===== src/sem_pkg.sv =====
// shared constants and types for the sobel edge magnitude block
`default_nettype none

package sem_pkg;

	localparam int MAX_WIDTH = 1024;
	localparam int COL_W     = $clog2(MAX_WIDTH);
	localparam int PIX_W     = 8;
	localparam int LINE_W    = 2 * PIX_W;
	localparam int GRAD_W    = PIX_W + 3;

	localparam int WIDTH_W   = 11;
	localparam int HEIGHT_W  = 12;
	localparam int CFG_W     = 12;
	localparam int CFG_IDX_W = 1;
	localparam int WCMP_W    = (WIDTH_W > COL_W + 1) ? WIDTH_W : COL_W + 1;

	localparam int WIDTH_MIN    = 3;
	localparam int WIDTH_RESET  = 640;
	localparam int HEIGHT_MIN   = 3;
	localparam int HEIGHT_RESET = 480;

	localparam int EDGE_MAX = 255;

	localparam int FIFO_DEPTH = 8;
	localparam int FIFO_AW    = $clog2(FIFO_DEPTH);
	localparam int FIFO_CW    = $clog2(FIFO_DEPTH + 1);

	typedef enum logic [CFG_IDX_W-1:0] {
		CFG_IMAGE_WIDTH  = 1'b0,
		CFG_IMAGE_HEIGHT = 1'b1
	} cfg_index_t;

	typedef struct packed {
		logic             end_of_frame;
		logic [PIX_W-1:0] edge_value;
	} sem_word_t;

endpackage

`default_nettype wire


===== src/sem_fifo.sv =====
// output word queue for the sobel edge magnitude block
`default_nettype none

module sem_fifo import sem_pkg::*; (
	input  wire logic               clk,
	input  wire logic               arst_n,
	input  wire logic               push,
	input  wire sem_word_t          push_word,
	input  wire logic               pop,
	output logic                    out_valid,
	output sem_word_t               out_word,
	output logic      [FIFO_CW-1:0] level
);

	sem_word_t          mem_q [FIFO_DEPTH];
	logic [FIFO_AW-1:0] wr_ptr_q;
	logic [FIFO_AW-1:0] rd_ptr_q;
	logic [FIFO_CW-1:0] count_q;

	always_ff @(posedge clk) begin
		if (push) begin
			mem_q[wr_ptr_q] <= push_word;
		end
	end

	always_ff @(posedge clk or negedge arst_n) begin
		if (!arst_n) begin
			wr_ptr_q <= '0;
			rd_ptr_q <= '0;
			count_q  <= '0;
		end else begin
			if (push) begin
				wr_ptr_q <= wr_ptr_q + FIFO_AW'(1);
			end
			if (pop) begin
				rd_ptr_q <= rd_ptr_q + FIFO_AW'(1);
			end
			if (push && !pop) begin
				count_q <= count_q + FIFO_CW'(1);
			end else if (pop && !push) begin
				count_q <= count_q - FIFO_CW'(1);
			end
		end
	end

	assign out_valid = (count_q != '0);
	assign out_word  = mem_q[rd_ptr_q];
	assign level     = count_q;

endmodule

`default_nettype wire


===== config.mk =====
export PLATFORM = sky130hd
export DESIGN_NAME = sem_fifo
export DESIGN_NICKNAME = d
export VERILOG_FILES = /design/src/sem_pkg.sv /design/src/sem_fifo.sv
export SDC_FILE = /design/constraint.sdc
export NUM_CORES = 1
export LEC_CHECK = 0
export BUFFER_PORTS_ARGS = -buffer_cell sky130_fd_sc_hd__buf_2
export CORE_UTILIZATION = 59
export CTS_CLUSTER_DIAMETER = 100
export DETAILED_ROUTE_END_ITERATION = 10
export PLACE_DENSITY = 0.86
export SYNTH_ARGS = -nofsm -noshare
export SYNTH_HDL_FRONTEND = slang
export SYNTH_SLANG_ARGS = --single-unit
export TNS_END_PERCENT = 20

===== constraint.sdc =====
create_clock -name clk -period 1.8 [get_ports clk]
set_input_delay 0.09 -clock clk [delete_from_list [all_inputs] [get_ports clk]]
set_output_delay 0.09 -clock clk [all_outputs]
set_load 0.005 [all_outputs]

## Yosys cells after proc, flatten, opt, wreduce, memory -nomap -nowiden

Memories as Yosys holds them, arrays and structs flattened.
Cells that the tools add are included.

| word-level totals | value |
|---|---|
| register bits | 10 |
| RAM bits | 72 |
| input bits | 13 |
| logic and storage cells | 18 |
| memories kept | 1 |

| cells by class | value |
|---|---|
| add/sub/neg operators | 4 |
| multiplexer cells | 4 |
| reduce and logical (&&, ||, !) cells | 6 |

Memories:

| memory | words | bits a word | rd ports | clocked after Yosys merged registers in | write ports | line | source |
|---|---|---|---|---|---|---|---|
| mem_q | 8 | 9 | 1 | 0 | 1 | sem_fifo.sv:15 | `sem_word_t mem_q [FIFO_DEPTH];` |

Operators with widths:

| cell | number |
|---|---|
| $mux W4 | 2 |
| $add A3 B1 Y3 const B | 2 |
| $add A4 B1 Y4 const B | 1 |
| $reduce_bool A4 Y1 | 1 |
| $sub A4 B1 Y4 const B | 1 |
| $logic_and A1 B1 Y1 | 2 |
| $logic_not A1 Y1 | 2 |
| $mux W1 | 2 |
| $reduce_bool A2 Y1 | 1 |

## Logic depth before layout (Yosys ltp)

| depth | value |
|---|---|
| depth in word-level cells | 4 |
| mapped depth | 7 |
| mapped depth without buffers | 7 |

## Worst setup path after synthesis

OpenSTA, ideal clock, no wires.

| timing path | value |
|---|---|
| path type | reg-to-reg |
| start point | register wr_ptr_q[1] |
| end point | memory mem_q[0][0] (netlist name) (enable) |
| library setup time | 387 ps |
| arrival | 1,238 ps |
| setup slack | 175 ps |
| stages on the path, launching flop included | 3 |
| path through | dfrtp_1 -> nand2b_1 -> nor3_1 |

RTL lines:

| what | line | source |
|---|---|---|
| start, declared | sem_fifo.sv:16 | `logic [FIFO_AW-1:0] wr_ptr_q;` |
| start signal, assigned | sem_fifo.sv:33 | `wr_ptr_q <= wr_ptr_q + FIFO_AW'(1);` |
| end, declared | sem_fifo.sv:15 |  |

No word-level cell before the write port.

==> impl_metrics.json <==
{
  "syn_inst": 163,
  "drive_above_1_share": 0.3955,
  "synthArstFlopShare": 0.1220,
  "period_needed_ps": 2040,
  "relSlewSlack": 0.8098,
  "period_share": 1.133,
  "fin_util": 0.7312,
  "cts_made_buffers": 9,
  "ios": 27,
  "yosys_warnings": 0,
  "wl_met2_microns": 3408,
  "core_region_area_sq_mm": 0.005507,
  "die_area_sq_mm": 0.006039,
  "rsz0062_at_grt": "true",
  "met1_length_microns": 2561,
  "critical_path.max_stage_delay_ps": 500,
  "worst_pin_slew_ps": 285.3,
  "ys_seq_area_frac": 0.7133,
  "final_cells": 292,
  "cts_tree": "done",
  "fin_skew_ps": 4.628,
  "wirelength_microns": 6281,
  "clock_latency_ps": 350,
  "hold_viol": 0,
  "syn_area_per_cell_sq_um": 20.75,
  "comb_power_share": 0.412,
  "p_leak_nw": 1.449,
  "hp-class": "input pin to register",
  "power_frac_clock": 0.188,
  "sw_frac_of_total": 0.2860,
  "maxSlewViolCount": 0,
  "grt_antenna_before_repair": 0,
  "highest_layer": "met4",
  "syn_to_final_growth_pct": 19.05,
  "n_antenna_cell": 0,
  "rows": 27,
  "syn_nets": 182,
  "cts_num_sinks": 82,
  "p_switching_mw": 1.901,
  "dp_cells": 268,
  "synth_edf_count": 72,
  "htree_num_levels": 3,
  "io_buffer_count": 26,
  "setup-violations-final": 9,
  "first_pass_iters": 4,
  "violations": "negative setup slack",
  "grt_pass1_wl_microns": 9666,
  "met3_length_microns": 160,
  "clk_pin_slew_worst_paths_ps": 80,
  "cap_violations": 0,
  "wl_per_cell_microns": 21.51,
  "place_congestion": 0.6982,
  "dpl_cell_area_sq_mm": 0.003675,
  "ant_nets": 0,
  "p_int_mw": 4.746,
  "syn_area_sq_mm": 0.003382,
  "setup_slack_ps": -240.2,
  "worstPathRequired_ps": 1710,
  "die_height_microns": 77.71,
  "ys.flop_type": "edfxtp_1",
  "worstSetupPathType": "register to output port",
  "fin_nets": 234,
  "cp-start-kind": "register",
  "outcome": "complete, but fails checks",
  "n_fill_cell": 323,
  "ir_drop_uv": 1270,
  "worstPathCellList": "buf_12, buf_16, mux4_2, mux2_4, buf_6",
  "p_per_area_mw_per_mm2": 1651,
  "die_x_microns": 77.71,
  "cp_slowest_cell": "mux4_2",
  "worst_setup_path_end_kind": "output port",
  "path_max_fanout": 5,
  "arrival_ps": 1950,
  "clockRootBuffer": "clkbuf_8",
  "yosys.cell_types.count": 28,
  "clock_path_buffers": 2,
  "routed_via_density": 5.808,
  "overflow": 0,
  "grt_use_total": 0.2334,
  "first_iter_violations": 110,
  "start_util": 0.6142,
  "fin_area_sq_mm": 0.004026,
  "grt_max_degree": 19,
  "grt_pass1_vias": 1790,
  "drc_errors": 0,
  "maxClockFrequency_ghz": 0.4901,
  "vias": 1696,
  "pwr-share-seq": 0.400,
  "ys_seq_elements": 82
}
layout make-up:
| type | count | area [sq um] | share of cell area |
|---|---|---|---|
| Multi-Input combinational cell | 73 | 878.3 | 0.2181 |
| Tap cell | 72 | 90.09 | 0.02237 |
| Clock inverter | 4 | 42.54 | 0.01057 |
| Clock buffer | 12 | 135.1 | 0.03356 |
| Timing Repair Buffer | 47 | 459.2 | 0.1140 |
| Sequential cell | 82 | 2414 | 0.5994 |
| Inverter | 2 | 7.507 | 0.001865 |
cells in the final DEF, fill, tap and decap left out, types with 4 or more instances in the layout:
| master | netlist | final |
|---|---|---|
| nor2_1 | 6 | 6 |
| buf_4 | 0 | 12 |
| buf_2 | 3 | 17 |
| mux2_4 | 9 | 9 |
| clkbuf_8 | 0 | 9 |
| mux4_2 | 9 | 18 |
| xnor2_1 | 4 | 4 |
| buf_6 | 1 | 9 |
| ha_1 | 5 | 5 |
| nand2_1 | 6 | 6 |
| buf_12 | 1 | 4 |
| dfrtp_1 | 10 | 9 |
| edfxtp_1 | 72 | 72 |
registers in the layout, summed over array words and instances, names as in the netlist:
name,count
rd_ptr_q,3
mem_q,72
level,4
wr_ptr_q,3
per-layer routing:
layer | vias up | GRT usage
met3 | 11 | 0.04235
met1 | 891 | 0.2796
li1 | 760 | -
met2 | 34 | 0.4071
met4 | 0 | 0.1151
met5 | - | 0
critical path: cells and delay by family, from the launching register on:
family | cells | cell delay (ps)
mux | 2 | 780
flops | 1 | 430
buf+inv | 3 | 390
through the flow:
step,power (mW),TNS (ps),setup WS [ps],hold WS [ps]
final,6.648,-1968,-240.2,11.62
after detailed placement,4.771,0,19.22,-37.26
after floorplan,4.082,0,175.0,-205.6
after CTS,6.610,-2008,-235.0,4.832
after global placement,4.606,0,128.8,-48.13
after global routing,6.940,-2457,-297.8,10.25
cell families after synthesis:
family,count (synthesis),synth area share
compound gates,6,0.01221
xor+xnor,6,0.01554
fa+ha+maj,6,0.02442
buf+inv,8,0.01702
flops,82,0.7133
mux,31,0.1828
simple gates,24,0.03478
power groups by stage:
stage | Clock, mW | Combinational, mW | Sequential [mW]
final | 1.25 | 2.74 | 2.66
after global routing | 1.34 | 2.92 | 2.69
after CTS | 1.25 | 2.70 | 2.65
after floorplan | 0 | 1.47 | 2.61
after detailed placement | 0 | 2.08 | 2.69
after global placement | 0 | 1.97 | 2.64
final timing paths:
path	startpoint	end	slack (ps)	depth (start not counted)
max	rd_ptr_q[0]	out_word[5]	-240	5
min	push_word[3]	mem_q[1][3]	10	1
max reg2reg	level[2]	level[3]	140	4
min reg2reg	rd_ptr_q[2]	rd_ptr_q[2]	480	1
max in group asynchronous	arst_n	rd_ptr_q[0]	1460	2
min in group asynchronous	arst_n	level[3]	130	2
synthesized netlist by cell type (2+ instances only):
cell | n | area share
or4_1 | 2 | 0.0044
o211ai_1 | 2 | 0.0044
nand3_1 | 2 | 0.0030
mux2_4 | 9 | 0.040
ha_1 | 5 | 0.018
buf_2 | 3 | 0.0044
nand2_1 | 6 | 0.0067
inv_1 | 2 | 0.0022
dfrtp_1 | 10 | 0.074
mux2_2 | 3 | 0.010
mux4_1 | 9 | 0.070
edfxtp_1 | 72 | 0.64
nor2_1 | 6 | 0.0067
xor2_1 | 2 | 0.0052
xnor2_1 | 4 | 0.010
a21oi_1 | 2 | 0.0030
nand2b_1 | 3 | 0.0055
mux4_2 | 9 | 0.060
nor3_1 | 3 | 0.0044
what timing repair did:
action                                 CTS  global route
gates cloned                             3             0
resized for setup                       20             2
setup buffers                            3             0
setup endpoints to repair                9             9
hold buffers                             2             0
endpoints found under the hold margin   11             0
No activity file was read; power rests on OpenSTA's default activity.
